### config.mk
export PLATFORM = sky130hd
export DESIGN_NAME = xml_entity_decode_trim
export DESIGN_NICKNAME = d
export VERILOG_FILES = /design/src/rtl/xedt_pkg.sv /design/src/rtl/xedt_front.sv /design/src/rtl/xedt_queue.sv /design/src/rtl/xedt_back.sv /design/src/rtl/xml_entity_decode_trim.sv
export SDC_FILE = /design/constraint.sdc
export NUM_CORES = 1
export LEC_CHECK = 0
export ABC_AREA = 0
export BUFFER_PORTS_ARGS = -buffer_cell sky130_fd_sc_hd__buf_2
export CAP_MARGIN = 20
export CORE_MARGIN = 4
export CORE_UTILIZATION = 56
export DETAILED_ROUTE_END_ITERATION = 10
export HOLD_SLACK_MARGIN = 0.02
export PLACE_DENSITY = 0.7
export SETUP_SLACK_MARGIN = 0.4
export SYNTH_ARGS = -nofsm -noshare
export SYNTH_HDL_FRONTEND = slang
export SYNTH_HIERARCHICAL = 1
export SYNTH_SLANG_ARGS = --single-unit
### constraint.sdc
create_clock -name i_clk -period 4.8 [get_ports i_clk]
set_input_delay 0.72 -clock i_clk [delete_from_list [all_inputs] [get_ports i_clk]]
set_output_delay 0.72 -clock i_clk [all_outputs]
set_load 0.02 [all_outputs]
### src/rtl/xedt_pkg.sv
`timescale 1ns / 1ps
// ----------------------------------------------------------------------------
// xedt_pkg
// Shared types, character constants and entity tables for the entity decoder
// and whitespace trimmer.
// ----------------------------------------------------------------------------
package xedt_pkg;

    // Named entities, longest spelling is five characters including ';'.
    localparam int NUM_ENT      = 6;
    localparam int NAME_LEN     = 5;
    localparam int PREFIX_DEPTH = 4;

    // Decoupling queue between decoder and trimmer.
    localparam int Q_DEPTH = 4;
    localparam int Q_PTR_W = 2;
    localparam int Q_CNT_W = 3;

    localparam logic [7:0] CH_NUL   = 8'h00;
    localparam logic [7:0] CH_AMP   = 8'h26;
    localparam logic [7:0] CH_HASH  = 8'h23;
    localparam logic [7:0] CH_SEMI  = 8'h3B;
    localparam logic [7:0] CH_ZERO  = 8'h30;
    localparam logic [7:0] CH_NINE  = 8'h39;
    localparam logic [7:0] CH_SPACE = 8'h20;
    localparam logic [7:0] CH_TAB   = 8'h09;
    localparam logic [7:0] CH_CR    = 8'h0D;
    localparam logic [7:0] CH_LF    = 8'h0A;

    localparam logic [1:0] WS_SPACE = 2'd0;
    localparam logic [1:0] WS_TAB   = 2'd1;
    localparam logic [1:0] WS_CR    = 2'd2;
    localparam logic [1:0] WS_LF    = 2'd3;

    localparam logic [7:0] ENT_NAME [NUM_ENT][NAME_LEN] = '{
        '{"l", "t", ";", CH_NUL, CH_NUL},
        '{"g", "t", ";", CH_NUL, CH_NUL},
        '{"a", "m", "p", ";", CH_NUL},
        '{"q", "u", "o", "t", ";"},
        '{"a", "p", "o", "s", ";"},
        '{"n", "b", "s", "p", ";"}
    };
    localparam logic [2:0] ENT_LEN [NUM_ENT] = '{3'd3, 3'd3, 3'd4, 3'd5, 3'd5, 3'd5};
    localparam logic [7:0] ENT_VAL [NUM_ENT] = '{"<", ">", "&", "\"", "'", " "};

    // One decoded word passed from decoder to trimmer.
    typedef struct packed {
        logic [7:0] data;
        logic       err;       // literal '&' of a rejected entity
        logic       end_step;  // produced by the input byte that closes the run
        logic       is_end;    // run terminator, carries no byte
    } t_token;

    // One result word on the output channel.
    typedef struct packed {
        logic [7:0] data;
        logic       byte_valid;
        logic       run_last;
        logic       err;
        logic       ovf;
    } t_result;

    typedef struct packed {
        logic       complete;
        logic       partial;
        logic [7:0] value;
    } t_match;

    typedef struct packed {
        logic       hit;
        logic [1:0] code;
    } t_ws;

    // Match a collected prefix plus one new character against the entity names.
    function automatic t_match ent_match(input logic [PREFIX_DEPTH-1:0][7:0] pfx,
                                         input logic [2:0] len, input logic [7:0] c);
        t_match m;
        logic   ok;
        m = '0;
        for (int i = 0; i < NUM_ENT; i++) begin
            ok = ({1'b0, len} + 4'd1) <= {1'b0, ENT_LEN[i]};
            for (int j = 0; j < PREFIX_DEPTH; j++) begin
                if (3'(j) < len && ENT_NAME[i][j] != pfx[j]) begin
                    ok = 1'b0;
                end
            end
            if (ok && ENT_NAME[i][len] == c) begin
                if (({1'b0, len} + 4'd1) == {1'b0, ENT_LEN[i]}) begin
                    m.complete = 1'b1;
                    m.value    = ENT_VAL[i];
                end else begin
                    m.partial = 1'b1;
                end
            end
        end
        return m;
    endfunction

    function automatic t_ws ws_classify(input logic [7:0] c);
        t_ws w;
        w.hit = 1'b1;
        case (c)
            CH_SPACE: w.code = WS_SPACE;
            CH_TAB:   w.code = WS_TAB;
            CH_CR:    w.code = WS_CR;
            CH_LF:    w.code = WS_LF;
            default: begin
                w.hit  = 1'b0;
                w.code = WS_SPACE;
            end
        endcase
        return w;
    endfunction

    function automatic logic [7:0] ws_char(input logic [1:0] code);
        logic [7:0] c;
        unique case (code)
            WS_SPACE: c = CH_SPACE;
            WS_TAB:   c = CH_TAB;
            WS_CR:    c = CH_CR;
            WS_LF:    c = CH_LF;
            default:  c = CH_SPACE;
        endcase
        return c;
    endfunction

endpackage

### src/rtl/xedt_front.sv
`timescale 1ns / 1ps
// ----------------------------------------------------------------------------
// xedt_front
// Entity decoder: accepts raw bytes and pushes decoded words, one per cycle
// while the queue is not full, into the decoupling queue.
// ----------------------------------------------------------------------------
module xedt_front (
    input  logic              i_clk,
    input  logic              i_rst_n,
    input  logic              i_in_valid,
    output logic              o_in_stall,
    input  logic [7:0]        i_text_byte,
    input  logic              i_run_end,
    input  logic              i_q_full,
    output logic              o_push,
    output xedt_pkg::t_token  o_token
);
    import xedt_pkg::*;

    typedef enum logic [8:0] {
        ST_IDLE     = 9'b000000001,
        ST_ABN_AMP  = 9'b000000010,
        ST_ABN_PRE  = 9'b000000100,
        ST_NUM_VAL  = 9'b000001000,
        ST_NUM_AMP  = 9'b000010000,
        ST_NUM_HASH = 9'b000100000,
        ST_RESUME   = 9'b001000000,
        ST_TAIL     = 9'b010000000,
        ST_FINAL    = 9'b100000000
    } t_fstate;

    typedef enum logic [2:0] {
        MODE_NORMAL = 3'b001,
        MODE_NAME   = 3'b010,
        MODE_NUM    = 3'b100
    } t_mode;

    t_fstate                       r_st, n_st;
    t_mode                         r_mode, n_mode;
    logic [PREFIX_DEPTH-1:0][7:0]  r_prefix, n_prefix;
    logic [2:0]                    r_len, n_len;
    logic [1:0]                    r_idx, n_idx;
    logic [7:0]                    r_val, n_val;
    logic                          r_ds, n_ds;
    logic                          r_redo, n_redo;
    logic                          r_in_end, n_in_end;
    logic [7:0]                    r_c, n_c;
    logic                          r_e, n_e;

    t_match      m;
    t_fstate     after_char;
    t_fstate     after_abn;
    logic        is_digit;
    logic [11:0] prod;

    assign m          = ent_match(r_prefix, r_len, i_text_byte);
    assign is_digit   = (i_text_byte >= CH_ZERO) && (i_text_byte <= CH_NINE);
    assign prod       = {4'b0, r_val} * 12'd10;
    assign after_char = i_run_end ? ST_TAIL : ST_IDLE;
    assign after_abn  = r_redo ? ST_RESUME : ((r_in_end || r_e) ? ST_FINAL : ST_IDLE);
    assign o_in_stall = (r_st != ST_IDLE) || i_q_full;

    always_comb begin
        n_st     = r_st;
        n_mode   = r_mode;
        n_prefix = r_prefix;
        n_len    = r_len;
        n_idx    = r_idx;
        n_val    = r_val;
        n_ds     = r_ds;
        n_redo   = r_redo;
        n_in_end = r_in_end;
        n_c      = r_c;
        n_e      = r_e;
        o_push   = 1'b0;
        o_token.data     = CH_NUL;
        o_token.err      = 1'b0;
        o_token.end_step = (r_st == ST_IDLE) ? i_run_end : r_e;
        o_token.is_end   = 1'b0;

        if (!i_q_full) begin
            unique case (r_st)
                ST_IDLE: begin
                    if (i_in_valid) begin
                        n_c      = i_text_byte;
                        n_e      = i_run_end;
                        n_redo   = 1'b0;
                        n_in_end = 1'b0;
                        n_st     = after_char;
                        unique case (r_mode)
                            MODE_NAME: begin
                                if (r_len == 3'd0 && i_text_byte == CH_HASH) begin
                                    n_mode = MODE_NUM;
                                    n_val  = 8'd0;
                                    n_ds   = 1'b0;
                                end else if (m.complete) begin
                                    o_push       = 1'b1;
                                    o_token.data = m.value;
                                    n_mode       = MODE_NORMAL;
                                    n_len        = 3'd0;
                                end else if (m.partial) begin
                                    n_prefix[r_len[1:0]] = i_text_byte;
                                    n_len                = r_len + 3'd1;
                                end else begin
                                    // not an entity: replay '&' and prefix, then the byte
                                    n_mode = MODE_NORMAL;
                                    n_redo = 1'b1;
                                    n_st   = ST_ABN_AMP;
                                end
                            end
                            MODE_NUM: begin
                                if (is_digit) begin
                                    n_val = prod[7:0] + {4'b0, 4'(i_text_byte - CH_ZERO)};
                                    n_ds  = 1'b1;
                                end else if (r_ds && i_text_byte == CH_SEMI) begin
                                    n_mode = MODE_NORMAL;
                                    n_st   = ST_NUM_VAL;
                                end else begin
                                    n_mode = MODE_NORMAL;
                                    n_redo = 1'b1;
                                    n_st   = r_ds ? ST_NUM_VAL : ST_NUM_AMP;
                                end
                            end
                            default: begin
                                if (i_text_byte == CH_AMP) begin
                                    n_mode = MODE_NAME;
                                    n_len  = 3'd0;
                                end else begin
                                    o_push       = 1'b1;
                                    o_token.data = i_text_byte;
                                end
                            end
                        endcase
                    end
                end
                ST_ABN_AMP: begin
                    o_push       = 1'b1;
                    o_token.data = CH_AMP;
                    o_token.err  = 1'b1;
                    n_idx        = 2'd0;
                    n_st         = (r_len != 3'd0) ? ST_ABN_PRE : after_abn;
                end
                ST_ABN_PRE: begin
                    o_push       = 1'b1;
                    o_token.data = r_prefix[r_idx];
                    n_idx        = r_idx + 2'd1;
                    if ({1'b0, r_idx} == r_len - 3'd1) begin
                        n_st = after_abn;
                    end
                end
                ST_NUM_VAL: begin
                    o_push       = 1'b1;
                    o_token.data = r_val;
                    n_st         = after_abn;
                end
                ST_NUM_AMP: begin
                    o_push       = 1'b1;
                    o_token.data = CH_AMP;
                    o_token.err  = 1'b1;
                    n_st         = ST_NUM_HASH;
                end
                ST_NUM_HASH: begin
                    o_push       = 1'b1;
                    o_token.data = CH_HASH;
                    n_st         = after_abn;
                end
                ST_RESUME: begin
                    n_redo = 1'b0;
                    if (r_c == CH_AMP) begin
                        n_mode = MODE_NAME;
                        n_len  = 3'd0;
                    end else begin
                        o_push       = 1'b1;
                        o_token.data = r_c;
                    end
                    n_st = r_e ? ST_TAIL : ST_IDLE;
                end
                ST_TAIL: begin
                    n_in_end = 1'b1;
                    n_redo   = 1'b0;
                    unique case (r_mode)
                        MODE_NAME: begin
                            n_mode = MODE_NORMAL;
                            n_st   = ST_ABN_AMP;
                        end
                        MODE_NUM: begin
                            n_mode = MODE_NORMAL;
                            n_st   = r_ds ? ST_NUM_VAL : ST_NUM_AMP;
                        end
                        default: n_st = ST_FINAL;
                    endcase
                end
                ST_FINAL: begin
                    o_push           = 1'b1;
                    o_token.end_step = 1'b1;
                    o_token.is_end   = 1'b1;
                    n_mode           = MODE_NORMAL;
                    n_len            = 3'd0;
                    n_val            = 8'd0;
                    n_ds             = 1'b0;
                    n_in_end         = 1'b0;
                    n_st             = ST_IDLE;
                end
                default: n_st = ST_IDLE;
            endcase
        end
    end

    always_ff @(posedge i_clk) begin
        if (!i_rst_n) begin
            r_st     <= ST_IDLE;
            r_mode   <= MODE_NORMAL;
            r_len    <= 3'd0;
            r_idx    <= 2'd0;
            r_val    <= 8'd0;
            r_ds     <= 1'b0;
            r_redo   <= 1'b0;
            r_in_end <= 1'b0;
            r_e      <= 1'b0;
        end else begin
            r_st     <= n_st;
            r_mode   <= n_mode;
            r_len    <= n_len;
            r_idx    <= n_idx;
            r_val    <= n_val;
            r_ds     <= n_ds;
            r_redo   <= n_redo;
            r_in_end <= n_in_end;
            r_e      <= n_e;
        end
    end

    always_ff @(posedge i_clk) begin
        r_prefix <= n_prefix;
        r_c      <= n_c;
    end

endmodule

### src/rtl/xedt_queue.sv
`timescale 1ns / 1ps
// ----------------------------------------------------------------------------
// xedt_queue
// Short FIFO of decoded words between decoder and trimmer.
// ----------------------------------------------------------------------------
module xedt_queue (
    input  logic              i_clk,
    input  logic              i_rst_n,
    input  logic              i_push,
    input  xedt_pkg::t_token  i_token,
    output logic              o_full,
    input  logic              i_pop,
    output xedt_pkg::t_token  o_head,
    output logic              o_empty
);
    import xedt_pkg::*;

    t_token             r_mem [Q_DEPTH];
    logic [Q_PTR_W-1:0] r_wr, n_wr;
    logic [Q_PTR_W-1:0] r_rd, n_rd;
    logic [Q_CNT_W-1:0] r_cnt, n_cnt;
    logic               do_push;
    logic               do_pop;

    assign o_full  = (r_cnt == Q_CNT_W'(Q_DEPTH));
    assign o_empty = (r_cnt == '0);
    assign o_head  = r_mem[r_rd];
    assign do_push = i_push && !o_full;
    assign do_pop  = i_pop && !o_empty;

    always_comb begin
        n_wr  = do_push ? r_wr + Q_PTR_W'(1) : r_wr;
        n_rd  = do_pop ? r_rd + Q_PTR_W'(1) : r_rd;
        n_cnt = r_cnt + Q_CNT_W'(do_push) - Q_CNT_W'(do_pop);
    end

    always_ff @(posedge i_clk) begin
        if (!i_rst_n) begin
            r_wr  <= '0;
            r_rd  <= '0;
            r_cnt <= '0;
        end else begin
            r_wr  <= n_wr;
            r_rd  <= n_rd;
            r_cnt <= n_cnt;
        end
    end

    always_ff @(posedge i_clk) begin
        if (do_push) begin
            r_mem[r_wr] <= i_token;
        end
    end

endmodule

### src/rtl/xedt_back.sv
`timescale 1ns / 1ps
// ----------------------------------------------------------------------------
// xedt_back
// Whitespace trimmer: drops leading whitespace, holds interior whitespace in
// a circular buffer, and drives the output register.
// ----------------------------------------------------------------------------
module xedt_back #(
    parameter int HOLD_DEPTH = 32
) (
    input  logic              i_clk,
    input  logic              i_rst_n,
    input  xedt_pkg::t_token  i_head,
    input  logic              i_q_empty,
    output logic              o_pop,
    output logic              o_out_valid,
    input  logic              i_out_stall,
    output xedt_pkg::t_result o_result
);
    import xedt_pkg::*;

    localparam int PTR_W = (HOLD_DEPTH > 1) ? $clog2(HOLD_DEPTH) : 1;
    localparam int CNT_W = $clog2(HOLD_DEPTH + 1);

    logic [1:0]       r_hold [HOLD_DEPTH];
    logic [1:0]       r_rd;
    logic [PTR_W-1:0] r_head, n_head;
    logic [PTR_W-1:0] r_tail, n_tail;
    logic [CNT_W-1:0] r_count, n_count;
    logic             r_started, n_started;
    t_result          r_pend, n_pend;
    logic             r_pend_v, n_pend_v;
    t_result          r_out, n_out;
    logic             r_out_v, n_out_v;

    logic    out_free;
    logic    emit;
    t_result emit_res;
    logic    out_push;
    t_result out_res;
    logic    wr_en;
    t_ws     ws;

    function automatic logic [PTR_W-1:0] ptr_inc(input logic [PTR_W-1:0] p);
        return (p == PTR_W'(HOLD_DEPTH - 1)) ? '0 : p + PTR_W'(1);
    endfunction

    assign ws          = ws_classify(i_head.data);
    assign out_free    = !r_out_v || !i_out_stall;
    assign o_out_valid = r_out_v;
    assign o_result    = r_out;

    always_comb begin
        n_head    = r_head;
        n_tail    = r_tail;
        n_count   = r_count;
        n_started = r_started;
        n_pend    = r_pend;
        n_pend_v  = r_pend_v;
        o_pop     = 1'b0;
        wr_en     = 1'b0;
        emit      = 1'b0;
        emit_res  = '0;
        out_push  = 1'b0;
        out_res   = '0;

        if (!i_q_empty && out_free) begin
            if (i_head.is_end) begin
                // close the run: tag the last result, or send an empty one
                out_push = 1'b1;
                if (r_pend_v) begin
                    out_res = r_pend;
                end
                out_res.run_last = 1'b1;
                n_pend_v  = 1'b0;
                n_head    = '0;
                n_tail    = '0;
                n_count   = '0;
                n_started = 1'b0;
                o_pop     = 1'b1;
            end else if (ws.hit) begin
                o_pop = 1'b1;
                if (r_started) begin
                    wr_en  = 1'b1;
                    n_tail = ptr_inc(r_tail);
                    if (r_count == CNT_W'(HOLD_DEPTH)) begin
                        // buffer full: release the oldest untrimmed
                        emit                = 1'b1;
                        emit_res.data       = ws_char(r_rd);
                        emit_res.byte_valid = 1'b1;
                        emit_res.ovf        = 1'b1;
                        n_head              = ptr_inc(r_head);
                    end else begin
                        n_count = r_count + CNT_W'(1);
                    end
                end
            end else if (r_count != '0) begin
                // held whitespace turned out interior: drain it first
                emit                = 1'b1;
                emit_res.data       = ws_char(r_rd);
                emit_res.byte_valid = 1'b1;
                n_head              = ptr_inc(r_head);
                n_count             = r_count - CNT_W'(1);
            end else begin
                emit                = 1'b1;
                emit_res.data       = i_head.data;
                emit_res.byte_valid = 1'b1;
                emit_res.err        = i_head.err;
                n_started           = 1'b1;
                o_pop               = 1'b1;
            end
        end

        // Within the closing step, keep one result back so the run end can tag it.
        if (emit) begin
            if (i_head.end_step) begin
                n_pend   = emit_res;
                n_pend_v = 1'b1;
                out_push = r_pend_v;
                out_res  = r_pend;
            end else begin
                out_push = 1'b1;
                out_res  = emit_res;
            end
        end

        n_out_v = r_out_v;
        n_out   = r_out;
        if (out_free) begin
            n_out_v = out_push;
            if (out_push) begin
                n_out = out_res;
            end
        end
    end

    always_ff @(posedge i_clk) begin
        if (!i_rst_n) begin
            r_head    <= '0;
            r_tail    <= '0;
            r_count   <= '0;
            r_started <= 1'b0;
            r_pend_v  <= 1'b0;
            r_out_v   <= 1'b0;
        end else begin
            r_head    <= n_head;
            r_tail    <= n_tail;
            r_count   <= n_count;
            r_started <= n_started;
            r_pend_v  <= n_pend_v;
            r_out_v   <= n_out_v;
        end
    end

    always_ff @(posedge i_clk) begin
        r_pend <= n_pend;
        r_out  <= n_out;
    end

    // Hold buffer; the read port tracks the next head, with write bypass.
    always_ff @(posedge i_clk) begin
        if (wr_en) begin
            r_hold[r_tail] <= ws.code;
        end
        if (wr_en && r_tail == n_head) begin
            r_rd <= ws.code;
        end else begin
            r_rd <= r_hold[n_head];
        end
    end

endmodule

### src/rtl/xml_entity_decode_trim.sv
`timescale 1ns / 1ps
// ----------------------------------------------------------------------------
// xml_entity_decode_trim
// Streaming XML character-entity decoder with whitespace trimming.
// ----------------------------------------------------------------------------
// Feed text one byte per word with i_run_end on the last byte of each run.
// The block decodes &lt; &gt; &amp; &quot; &apos; &nbsp; (nbsp becomes a
// space) and decimal &#N; references (value mod 256, ';' optional), then
// trims space, tab, CR and LF from both ends of the decoded run. Every run
// closes with exactly one word that has o_run_last set; if the closing byte
// produced nothing, that word is empty (o_byte_valid low). A rejected entity
// comes out literally, its '&' flagged by o_entity_error. Interior whitespace
// waits in a HOLD_DEPTH-entry buffer until a visible byte confirms it; if the
// buffer fills, the oldest entry is sent with o_trim_overflow set.
//
// Timing: the decoder takes a plain byte per cycle unless the queue is full;
// a named entity completed by its ';' adds no stall. A numeric reference
// closed by ';' stalls the input while its value is sent. A byte that breaks
// an entity stalls it while each replayed character is sent (the '&' and
// up to four prefix bytes, '&' and '#', or the value of an unterminated
// reference) and while the breaking byte is taken up again. The closing
// byte of a run is followed by the tail and final steps (the final step
// only, if it is the ';' of a numeric reference), on top of the replay of
// any entity it leaves open. Decoded words cross a four-entry queue, and
// the input stalls while it is full; the trimmer sends one result per cycle
// while the output is not stalled, so a visible byte after held whitespace
// waits for each held byte; ordinary text sustains one byte per cycle.
// ----------------------------------------------------------------------------
module xml_entity_decode_trim #(
    parameter int HOLD_DEPTH = 32
) (
    input  logic       i_clk,
    input  logic       i_rst_n,
    input  logic       i_in_valid,
    output logic       o_in_stall,
    input  logic [7:0] i_text_byte,
    input  logic       i_run_end,
    output logic       o_out_valid,
    input  logic       i_out_stall,
    output logic [7:0] o_out_byte,
    output logic       o_byte_valid,
    output logic       o_run_last,
    output logic       o_entity_error,
    output logic       o_trim_overflow
);
    import xedt_pkg::*;

    // decoder -> queue
    logic    front_push;
    t_token  front_token;
    logic    q_full;
    // queue -> trimmer
    t_token  q_head;
    logic    q_empty;
    logic    back_pop;
    t_result result;

    // Front: classify each byte, track entity state, emit decoded words.
    xedt_front u_front (
        .i_clk       (i_clk),
        .i_rst_n     (i_rst_n),
        .i_in_valid  (i_in_valid),
        .o_in_stall  (o_in_stall),
        .i_text_byte (i_text_byte),
        .i_run_end   (i_run_end),
        .i_q_full    (q_full),
        .o_push      (front_push),
        .o_token     (front_token)
    );

    // Decouple decoder bursts from trimmer drain cycles.
    xedt_queue u_queue (
        .i_clk   (i_clk),
        .i_rst_n (i_rst_n),
        .i_push  (front_push),
        .i_token (front_token),
        .o_full  (q_full),
        .i_pop   (back_pop),
        .o_head  (q_head),
        .o_empty (q_empty)
    );

    // Back: trim whitespace, tag run end, hold the output register.
    xedt_back #(
        .HOLD_DEPTH (HOLD_DEPTH)
    ) u_back (
        .i_clk       (i_clk),
        .i_rst_n     (i_rst_n),
        .i_head      (q_head),
        .i_q_empty   (q_empty),
        .o_pop       (back_pop),
        .o_out_valid (o_out_valid),
        .i_out_stall (i_out_stall),
        .o_result    (result)
    );

    assign o_out_byte      = result.data;
    assign o_byte_valid    = result.byte_valid;
    assign o_run_last      = result.run_last;
    assign o_entity_error  = result.err;
    assign o_trim_overflow = result.ovf;

endmodule
-- Yosys cells after proc, flatten, opt, wreduce, memory -nomap -nowiden
Memory sizes are Yosys's and may differ from the RTL's. A register that Yosys moved wholly into a read port is not among the register bits.
Cells that the tools add are included.
- multiply operators: 1
- reduce and logical (&&, ||, !) cells: 74
- equal/unequal tests: 73
- muxes and demuxes: 204
- bitwise gates (word level): 4
- $lt $le $gt $ge: 13
- add/subtract/negate cells: 14
- operators with widths (kind ; count):
    $mux 8 ; 29
    $mux 9 ; 16
    $ne 7x8->1 const A ; 16
    $mux 1 ; 86
    $pmux 9 s7 ; 1
    $mux 10 ; 6
    $mux 12 ; 5
    $mux 5 ; 12
    $eq 8x8->1 ; 6
    $pmux 8 s2 ; 3
    $pmux 8 s6 ; 1
    $mux 3 ; 14
    $eq 8x6->1 const B ; 5
    $mux 6 ; 6
    $pmux 9 s2 ; 2
    $bwmux 32 ; 1
    $logic_and 1x1->1 ; 32
    $pmux 8 s4 ; 1
    $eq 8x4->1 const B ; 3
    $ne 3x3->1 const B ; 6
    $reduce_and 3->1 ; 6
    $bmux 8 s2 ; 1
    $demux 8 s2 ; 1
    $ne 6x8->1 const A ; 2
    other kinds (74) ; 122
- memories kept: 8
- bits in read-only memories: 384
- bits in registers: 118
- RAM bits: 108
- input bits: 13
- memory list (memory ; words ; width ; rd ports ; clocked after memory_dff ; wr ports ; line ; text):
    (name not given) ; 8 ; 8 ; 1 ; 0 ; 0 ; xedt_pkg.sv:87 ; if (ok && ENT_NAME[i][len] == c) begin
    (name not given) ; 8 ; 8 ; 1 ; 0 ; 0 ; xedt_pkg.sv:87 ;
    (name not given) ; 8 ; 8 ; 1 ; 0 ; 0 ; xedt_pkg.sv:87 ;
    (name not given) ; 8 ; 8 ; 1 ; 0 ; 0 ; xedt_pkg.sv:87 ;
    (name not given) ; 8 ; 8 ; 1 ; 0 ; 0 ; xedt_pkg.sv:87 ;
    (name not given) ; 8 ; 8 ; 1 ; 0 ; 0 ; xedt_pkg.sv:87 ;
    +2 memories ; -- ; -- ; -- ; -- ; -- ; -- ;

-- Logic depth before layout (Yosys ltp)
Gate-level depths: netlist of the first run.
- depth in word-level cells: 27
- depth in mapped cells: 24

-- Modules after synthesis
The synthesis of the first run kept the hierarchy.
- by module, submodules not included (module ; area each (µm²) ; instances ; cells an instance):
    xedt_front ; 5486.5 ; 1 ; 594
    xedt_back ; 5121.2 ; 1 ; 394
    xedt_queue ; 2077.0 ; 1 ; 108

-- Least setup slack after synthesis of the first run
Ideal clock, no wire load.
- path type: register -> register
- from: register u_front.r_len[0]
- to: register u_queue.r_cnt[2]
- stages on the path, launching flop included: 24
- required time: 4.685 ns
- slack: 0.364 ns
- arrival time: 4.322 ns
- cell sequence: dfxtp_1 buf_2 buf_2 inv_1 ha_1 buf_6 xor2_1 or4_4 a21oi_1 a21oi_1 o2bb2ai_1 o31a_1 o21ai_0 a31oi_1 nor2b_1 buf_6 inv_1 ha_1 inv_1 ha_1 fa_1 xnor2_1 xnor2_1 and2_1
- word-level cells in the longest chain between the ends: 27
- RTL lines (element ; line ; text):
    from (decl) ; xedt_front.sv:41 ; logic [2:0] r_len, n_len;
    from (signal assigned) ; xedt_front.sv:223 ; r_len <= n_len;
    $add 3x1->4 / $lt 1x3->1 (equally long branches) ; xedt_pkg.sv:81, xedt_pkg.sv:88, xedt_pkg.sv:83 ;
    $le 4x2->1 / $logic_and 1x1->1 (equally long branches) ; xedt_pkg.sv:81, xedt_pkg.sv:83 ;
    $mux 1 (4 in series) ; xedt_pkg.sv:83 ; if (3'(j) < len && ENT_NAME[i][j] != pfx[j]) begin
    $logic_and 1x1->1 ; xedt_pkg.sv:87 ;
    $mux 10 ; xedt_pkg.sv:87 ;
    $mux 1 ; xedt_pkg.sv:88 ; if (({1'b0, len} + 4'd1) == {1'b0, ENT_LEN[i]}) begin
    $mux 10 ; xedt_pkg.sv:87 ;
    $mux 1 ; xedt_pkg.sv:88 ;
    (+9 left out) ; -- ;
    $pmux 1 s2 (*) ; xedt_front.sv:90 ; unique case (r_mode)
    $mux 1 (*) ; xedt_front.sv:84 ; if (i_in_valid) begin
    $pmux 1 s3 (*) ; xedt_front.sv:82 ; unique case (r_st)
    $mux 1 (*) ; xedt_front.sv:81 ; if (!i_q_full) begin
    via front_push ; xml_entity_decode_trim.sv:49 ; logic front_push;
    $logic_and 1x1->1 (*) ; xedt_queue.sv:28 ; assign do_push = i_push && !o_full;
    $add 3x1->3 (*) ; xedt_queue.sv:34 ; n_cnt = r_cnt + Q_CNT_W'(do_push) - Q_CNT_W'(do_pop);
    $sub 3x1->3 (*) ; xedt_queue.sv:34 ;
    to (signal assigned) ; xedt_queue.sv:45 ; r_cnt <= n_cnt;
    to (decl) ; xedt_queue.sv:21 ; logic [Q_CNT_W-1:0] r_cnt, n_cnt;
Mark *: on every way through the listed nets, which the timed path passes. The rest lies on a longest branch. The select of a mux whose other input is x is not followed.
A chain may end at the register's enable or synchronous reset.

-- Worst setup path after layout of the first run
Ends and elaborated chain as after synthesis.

==> impl_metrics.env, run 1 <==
export IMPL_floorplan_rows=54
export IMPL_antenna_cells=0
export IMPL_critPathMaxStageDelay_ns=0.40
export IMPL_grt_setup_unrepaired="false"
export IMPL_io_pin_count=27
export IMPL_total_grt_usage_pct=24.2
export IMPL_synth_top_area_share_pct=40.5
export IMPL_yosys_mux_area_fraction_pct=8.24
export IMPL_synth_adder_area_share_pct=4.52
export IMPL_cts_tree="done"
export IMPL_slew_headroom_pct=31.4
export IMPL_xor_xnor_share_of_the_synthesized_area_pct=2.14
export IMPL_chipWidth_um=159
export IMPL_final_net_count=1185
export IMPL_cts_path_max_buffers=3
export IMPL_grt_first_pass_wirelength_um=48300
export IMPL_initial_drc_count=839
export IMPL_finalCoreUtilization_pct=63.8
export IMPL_min_period_over_period_pct=86.7
export IMPL_timing_max_transition_violations_final=0
export IMPL_max_slew_worst_pin_slew_ns=1.02
export IMPL_cts_buffers=25
export IMPL_vdd_ir_drop_worst_mv=0.272
export IMPL_die_height_um=159
export IMPL_count_of_antenna_violating_nets_left_after_detailed_routing=0
export IMPL_critical_path_type="register to register"
export IMPL_hold_slack_ns=0.495
export IMPL_worstPathRequired_ns=5.22
export IMPL_number_of_global_route_vias_before_repair=8826
export IMPL_report_final_hold_viol_count=0
export IMPL_finalSetupViolations=0
export IMPL_clk_transition_reported_paths_ns=0.06
export IMPL_fmaxAchievable_mhz=240
export IMPL_power_density_nw_per_um2=461
export IMPL_drcViolationCount=0
export IMPL_startpoint_type="register"
export IMPL_start_util_pct=57.6
export IMPL_grt_max_degree=37
export IMPL_synth_compound_area_share_pct=12.4
export IMPL_leading_post_synthesis_cells_by_instance_count="171 x sky130_fd_sc_hd__edfxtp_1, 105 x sky130_fd_sc_hd__nor2_1, 68 x sky130_fd_sc_hd__nand2_1"
export IMPL_path_buf_inv=3
export IMPL_leakagePower_nw=4.81
export IMPL_postSynthRegisterBits=233
export IMPL_placer_congestion=1.01
export IMPL_synth_lib_cells_used_distinct=100
export IMPL_ctsRootBufferMaster="sky130_fd_sc_hd__clkbuf_16"
export IMPL_post_detailed_placement_half_perimeter_wirelength_um=21400
export IMPL_drt_vias_per_instance=6.35
export IMPL_clk_latency_ns=0.53
export IMPL_core_area_um2=22000
export IMPL_synth_edff_count=171
export IMPL_ys_flop_type="sky130_fd_sc_hd__edfxtp_1"
export IMPL_worst_clock_skew_ns=0.0154
export IMPL_synth_top_family_by_area="simple AND/OR/NAND/NOR gates"
export IMPL_synth_sequential_area_ratio_pct=50.3
export IMPL_hold_buffers=0
export IMPL_crit_chain="buf_12 > ha_4 > ha_1 > xnor2_1 > o211ai_1 > a2111oi_1 > and3b_2 > o2bb2ai_4 > o31a_1 > o21ai_1 > a31oi_1 > nor2b_2 > inv_1 > ha_1 > inv_1 > ha_1 > fa_1 > xnor2_1 > xnor2_1 > and2_1"
export IMPL_design_die_area_um2=25100
export IMPL_timing_final_crit_period_ns=4.16
export IMPL_final_layout_size_suffix_gt1_share_pct=17.1
export IMPL_cts_sink_count=233
export IMPL_timing_critical_path_max_delay_family="adder cells"
export IMPL_synthMostInstantiatedCell="sky130_fd_sc_hd__edfxtp_1"
export IMPL_synth_nets=1153
export IMPL_htree_num_levels=1
export IMPL_timing_critical_path_slowest_stage_cell="sky130_fd_sc_hd__fa_1"
export IMPL_initial_antenna_violation_count=0
export IMPL_worstSetupEndpointType="register"
export IMPL_totalWireLength_um=29900
export IMPL_syn_mean_instance_area_um2=11.6
export IMPL_netlist_top_cells_area="sky130_fd_sc_hd__edfxtp_1 40%, sky130_fd_sc_hd__dfxtp_1 9.8%, sky130_fd_sc_hd__mux4_2 6.9%, sky130_fd_sc_hd__ha_1 4.0%, sky130_fd_sc_hd__nor2_1 3.1%"
export IMPL_cap_viol_max_count=0
export IMPL_io_buffers=26
export IMPL_grt_ovfl_total=0
export IMPL_post_synth_inst_count=1096
export IMPL_timing_setup_tns_ns=0
export IMPL_synthToLayoutAreaGrowth_pct=10.8
export IMPL_dr_pass1_iters=6
export IMPL_timing_hold_worst_class="register to register"
export IMPL_path_max_fanout=20
export IMPL_synth_async_sr_flop_share_pct=0
export IMPL_timing_critical_path_arrival_ns=4.58
export IMPL_vias=9067
export IMPL_run_status="finished, final reports clean"
export IMPL_wire_length_per_cell_um=21.0
export IMPL_post_synth_instance_area_um2=12700
export IMPL_synth_simple_gate_area_share_pct=19.2
export IMPL_yosys_area_top_type="sky130_fd_sc_hd__edfxtp_1"
export IMPL_number_of_synthesis_warnings=6
## sequential cells by signal, indices dropped and copies added (netlist names), named ones only
signal,cells
u_back/r_hold,64
u_queue/r_mem,44
u_front/r_prefix,32
u_back/o_result,12
u_back/r_pend,11
u_front/r_st,9
u_front/r_c,8
u_front/r_val,8
u_back/r_count,6
u_back/r_head,5
u_back/r_tail,5
u_front/r_len,3
u_front/r_mode,3
u_queue/r_cnt,3
u_front/r_idx,2
u_queue/r_rd,2
u_queue/r_wr,2
u_back/o_out_valid,1
u_back/r_pend_v,1
u_back/r_started,1
u_front/r_ds,1
u_front/r_e,1
u_front/r_in_end,1
u_front/r_redo,1
## report_power, final
part           total [mW]  internal, mW  switching [mW]
Combinational        1.91         0.696            1.21
Sequential           2.62          2.47           0.145
Clock                1.96          1.18           0.779
Total                6.48          4.35            2.13
## through the flow
step | setup WS [ns] | total power, mW | instances | instance area, um2
CTS | 0.421 | 6.53 | 1418 | 13900
floorplan | 0.439 | 4.02 | 1096 | 12700
detailed placement | 0.359 | 4.55 | 1372 | 13100
global placement | 0.430 | 4.52 | 1372 | 13100
finish | 0.638 | 6.48 | 1427 | 14100
global route | 0.408 | 6.87 | 1427 | 14100
## layout by cell type, fill, tap and decap left out, types with 20 or more instances in the layout
cell	netlist	layout
sky130_fd_sc_hd__mux4_2	39	39
sky130_fd_sc_hd__xnor2_1	25	25
sky130_fd_sc_hd__nor2b_1	30	29
sky130_fd_sc_hd__o21ai_0	28	27
sky130_fd_sc_hd__clkbuf_16	0	25
sky130_fd_sc_hd__dfxtp_1	62	59
sky130_fd_sc_hd__nor3_1	23	21
sky130_fd_sc_hd__buf_4	3	29
sky130_fd_sc_hd__nand3_1	29	29
sky130_fd_sc_hd__a22oi_1	23	23
sky130_fd_sc_hd__edfxtp_1	171	171
sky130_fd_sc_hd__a21oi_1	42	41
sky130_fd_sc_hd__nand2_1	68	68
sky130_fd_sc_hd__buf_2	15	26
sky130_fd_sc_hd__and2_1	21	21
sky130_fd_sc_hd__a31oi_1	20	20
sky130_fd_sc_hd__inv_1	29	27
sky130_fd_sc_hd__ha_1	41	35
sky130_fd_sc_hd__nor2_1	105	105
## final cells by class
type                            count  area, um2
Tap cell                          280        350
Multi-Input combinational cell    779       5980
Sequential cell                   233       6380
Clock inverter                     11        153
Clock buffer                       35        693
Fill cell                        1723       7970
Inverter                           33        129
Timing Repair Buffer               56        368
## path summary, 6_finish.rpt
| kind | startpoint | to | slack (ns) | cells past startpoint |
|---|---|---|---|---|
| max | u_front/r_len[0] | u_queue/r_cnt[2] | 0.64 | 20 |
| min reg2reg | u_front/r_mode[1] | u_front/r_mode[1] | 0.49 | 2 |
| min | u_front/r_mode[1] | u_front/r_mode[1] | 0.49 | 2 |
| max reg2reg | u_front/r_len[0] | u_queue/r_cnt[2] | 0.64 | 20 |
## kinds of logic after synthesis
group,count (synthesis)
mux,55
simple gates,428
buf+inv,84
compound gates,221
xor+xnor,31
flops,233
fa+ha+maj,44
## metal layers
metal / share of wire, % / vias up / GRT usage, %
li1: - / 4293 / -
met2: 51 / 323 / 42.8
met4: 2.5 / 0 / 5.93
met1: 41 / 4392 / 31.6
met3: 5.1 / 59 / 3.48
met5: 0 / - / 0
## worst reg2reg max path, delay by kind of cell (launching register included)
kind            cells  cell delay [ns]
fa+ha+maj           5             1.25
compound gates      6             1.16
simple gates        3             0.59
xor+xnor            3             0.45
flops               1             0.34
buf+inv             3             0.25
## what timing repair did
action / in CTS / in global routing
resized for setup: 1 / 24
buffers inserted: 0 / 9
endpoints found under the setup margin: 1 / 2
pin swaps: 0 / 8
gates cloned: 0 / 0
Power figures use the tool's default switching activity.
==> inputs of run 2 (changes only) <==
--- a/config.mk
+++ b/config.mk
@@ -12,7 +12,9 @@
 export CORE_UTILIZATION = 56
 export DETAILED_ROUTE_END_ITERATION = 10
+export GPL_ROUTABILITY_DRIVEN = 0
 export HOLD_SLACK_MARGIN = 0.02
 export PLACE_DENSITY = 0.7
 export SETUP_SLACK_MARGIN = 0.4
+export SKIP_CTS_REPAIR_TIMING = 1
 export SYNTH_ARGS = -nofsm -noshare
 export SYNTH_HDL_FRONTEND = slang
==> constraint.sdc (replaced) <==
create_clock -name i_clk -period 4.8 [get_ports i_clk]
set_input_delay 0 -clock i_clk [delete_from_list [all_inputs] [get_ports i_clk]]
set_output_delay 0 -clock i_clk [all_outputs]
set_load 0.02 [all_outputs]
==> run 2 against run 1 <==
  * Non-clock buffer count up 1
  * Flip-flop and latch count unchanged
  * Worst setup slack worse by 0.039 ns
  * Clock-buffer cell count down 4
  * First-iteration DRC count down 13%
  * Clock power up 7%
  * Wire length up 0.22%
  * Final cell count about the same
  * Largest power group unchanged
==> impl_metrics.env, run 2 (synthesis gave the netlist of run 1 again) <==
export IMPL_run_status="finished, final reports clean"
export IMPL_post_detailed_placement_half_perimeter_wirelength_um=21200
export IMPL_vdd_ir_drop_worst_mv=0.310
export IMPL_finalSetupViolations=0
export IMPL_wire_length_per_cell_um=21.0
export IMPL_start_util_pct=57.6
export IMPL_largest_reg_flops=64
export IMPL_r2r_cells=20
export IMPL_placedCellCount=1368
export IMPL_htree_num_levels=1
export IMPL_cap_viol_max_count=0
export IMPL_chipWidth_um=159
export IMPL_fmaxAchievable_mhz=238
export IMPL_floorplan_rows=54
export IMPL_ff2ff_setup_slack_ns=0.60
export IMPL_worstSetupEndpointType="register"
export IMPL_critPathMaxStageDelay_ns=0.57
export IMPL_die_height_um=159
export IMPL_crit_chain="buf_6 > ha_2 > ha_1 > xnor2_1 > or4_4 > nor3_2 > nand4b_1 > nor2_2 > o31a_1 > o21ai_0 > a31oi_1 > nor2b_2 > inv_1 > ha_1 > inv_1 > ha_1 > fa_2 > xnor2_2 > xnor2_1 > and2_1"
export IMPL_critPathCapture="u_queue/r_cnt[2]"
export IMPL_sequential_area_um2=6380
export IMPL_io_pin_count=27
export IMPL_total_grt_usage_pct=23.9
export IMPL_power_density_nw_per_um2=470
export IMPL_critical_path_top_cell_by_count="sky130_fd_sc_hd__ha_1"
export IMPL_cts_tree="done"
export IMPL_drcViolationCount=0
export IMPL_reg_largest_list="u_back/r_hold (64), u_queue/r_mem (44), u_front/r_prefix (32)"
export IMPL_initial_antenna_violation_count=0
export IMPL_vias=9145
export IMPL_totalWireLength_um=30000
export IMPL_max_slew_worst_pin_slew_ns=1.16
export IMPL_timing_max_transition_violations_final=0
export IMPL_design_die_area_um2=25100
export IMPL_grt_max_degree=35
export IMPL_critical_path_type="register to register"
export IMPL_timing_final_crit_period_ns=4.20
export IMPL_fillers=1713
export IMPL_grt_setup_unrepaired="false"
export IMPL_core_area_um2=22000
export IMPL_clk_transition_reported_paths_ns=0.06
export IMPL_dr_pass1_iters=5
export IMPL_leakagePower_nw=4.85
export IMPL_report_final_hold_viol_count=0
export IMPL_number_of_global_route_vias_before_repair=8910
export IMPL_most_flops_register="u_back/r_hold"
export IMPL_cts_path_max_buffers=3
export IMPL_timing_critical_path_arrival_ns=4.63
export IMPL_timing_critical_path_slowest_stage_cell="sky130_fd_sc_hd__or4_4"
export IMPL_final_layout_size_suffix_gt1_share_pct=16.6
export IMPL_count_of_antenna_violating_nets_left_after_detailed_routing=0
export IMPL_final_cell_mix="171 x sky130_fd_sc_hd__edfxtp_1, 105 x sky130_fd_sc_hd__nor2_1, 68 x sky130_fd_sc_hd__nand2_1, 59 x sky130_fd_sc_hd__dfxtp_1, 41 x sky130_fd_sc_hd__a21oi_1"
export IMPL_final_net_count=1186
export IMPL_multi_input_gate_area_in_the_final_layout_um2=5960
export IMPL_timing_hold_worst_class="input pin to register"
export IMPL_path_max_fanout=10
export IMPL_drt_vias_per_instance=6.40
export IMPL_min_period_over_period_pct=87.5
export IMPL_worst_r2r_start="u_front/r_len[0]"
export IMPL_clk_latency_ns=0.53
export IMPL_cts_buffers=25
export IMPL_cts_sink_count=233
export IMPL_worst_clock_skew_ns=0.0125
export IMPL_worstPathRequired_ns=5.23
export IMPL_synthToLayoutAreaGrowth_pct=11.4
export IMPL_layout_cells_most_common="sky130_fd_sc_hd__edfxtp_1"
export IMPL_cp_startpoint="u_front/r_len[0]"
export IMPL_initial_drc_count=732
export IMPL_ctsRootBufferMaster="sky130_fd_sc_hd__clkbuf_16"
export IMPL_grt_first_pass_wirelength_um=47600
export IMPL_antenna_cells=0
export IMPL_startpoint_type="register"
export IMPL_io_buffers=26
export IMPL_finalNonFillerCells=1428
export IMPL_grt_ovfl_total=0
export IMPL_slew_headroom_pct=21.8
export IMPL_timing_setup_tns_ns=0
export IMPL_worstReg2RegEnd="u_queue/r_cnt[2]"
run 2: power breakdown:
group	switching, mW	leakage (nW)	total (mW)	internal [mW]
Combinational	1.21	2.33	1.91	0.700
Sequential	0.145	2.06	2.62	2.47
Clock	0.794	0.452	2.10	1.31
run 2: metrics by stage:
step	setup slack (ns)	instance area, um2	hold WS (ns)	power (mW)	utilization, %
3_3_place_gp	0.617	13000	0.305	4.50	59.1
5_1_grt	0.404	14100	0.173	7.00	64.2
3_5_place_dp	0.469	13000	0.306	4.53	59.1
4_1_cts	0.450	13900	-0.252	6.64	63.3
6_report	0.599	14100	0.182	6.64	64.2
2_1_floorplan	0.439	12700	0.0989	4.02	-
run 2: layer usage:
layer | vias to the layer above | wire (um) | share of wire [%] | track usage, %
met5 | - | 0 | 0 | 0
li1 | 4287 | - | - | -
met4 | 0 | 1080 | 3.6 | 8.04
met1 | 4458 | 12200 | 41 | 30.9
met3 | 70 | 1650 | 5.5 | 2.88
met2 | 330 | 15000 | 50 | 41.8
run 2: worst max-delay path, delay by kind of cell (launching register included):
kind | cells | cell delay, ns
AOI/OAI and AO/OA | 3 | 0.47
xor gates and xnor gates | 3 | 0.42
adders and majority gates | 5 | 1.27
buffers and inverters | 3 | 0.24
DFF | 1 | 0.33
and+or+nand+nor | 6 | 1.40
run 2: layout make-up:
cell class                 instances  share of cell area [%]
clock buffer                      31                    4.94
clock inverter                    15                    1.58
inverter                          33                   0.894
multi-input combinational        779                    42.2
sequential                       233                    45.1
tap                              280                    2.48
timing repair buffer              57                    2.81
run 2: worst min-delay path by stage:
stage / from / end / slack (ns) / cells after the start
floorplan: i_text_byte[0] / u_front/r_c[0] / 0.1 / 0
global placement: i_run_end / u_front/r_e / 0.31 / 3
detailed placement: i_run_end / u_front/r_e / 0.31 / 3
CTS: i_run_end / u_front/r_e / -0.25 / 3
global route: i_in_valid / u_front/r_len[1] / 0.17 / 4
finish: i_in_valid / u_front/r_len[1] / 0.18 / 4
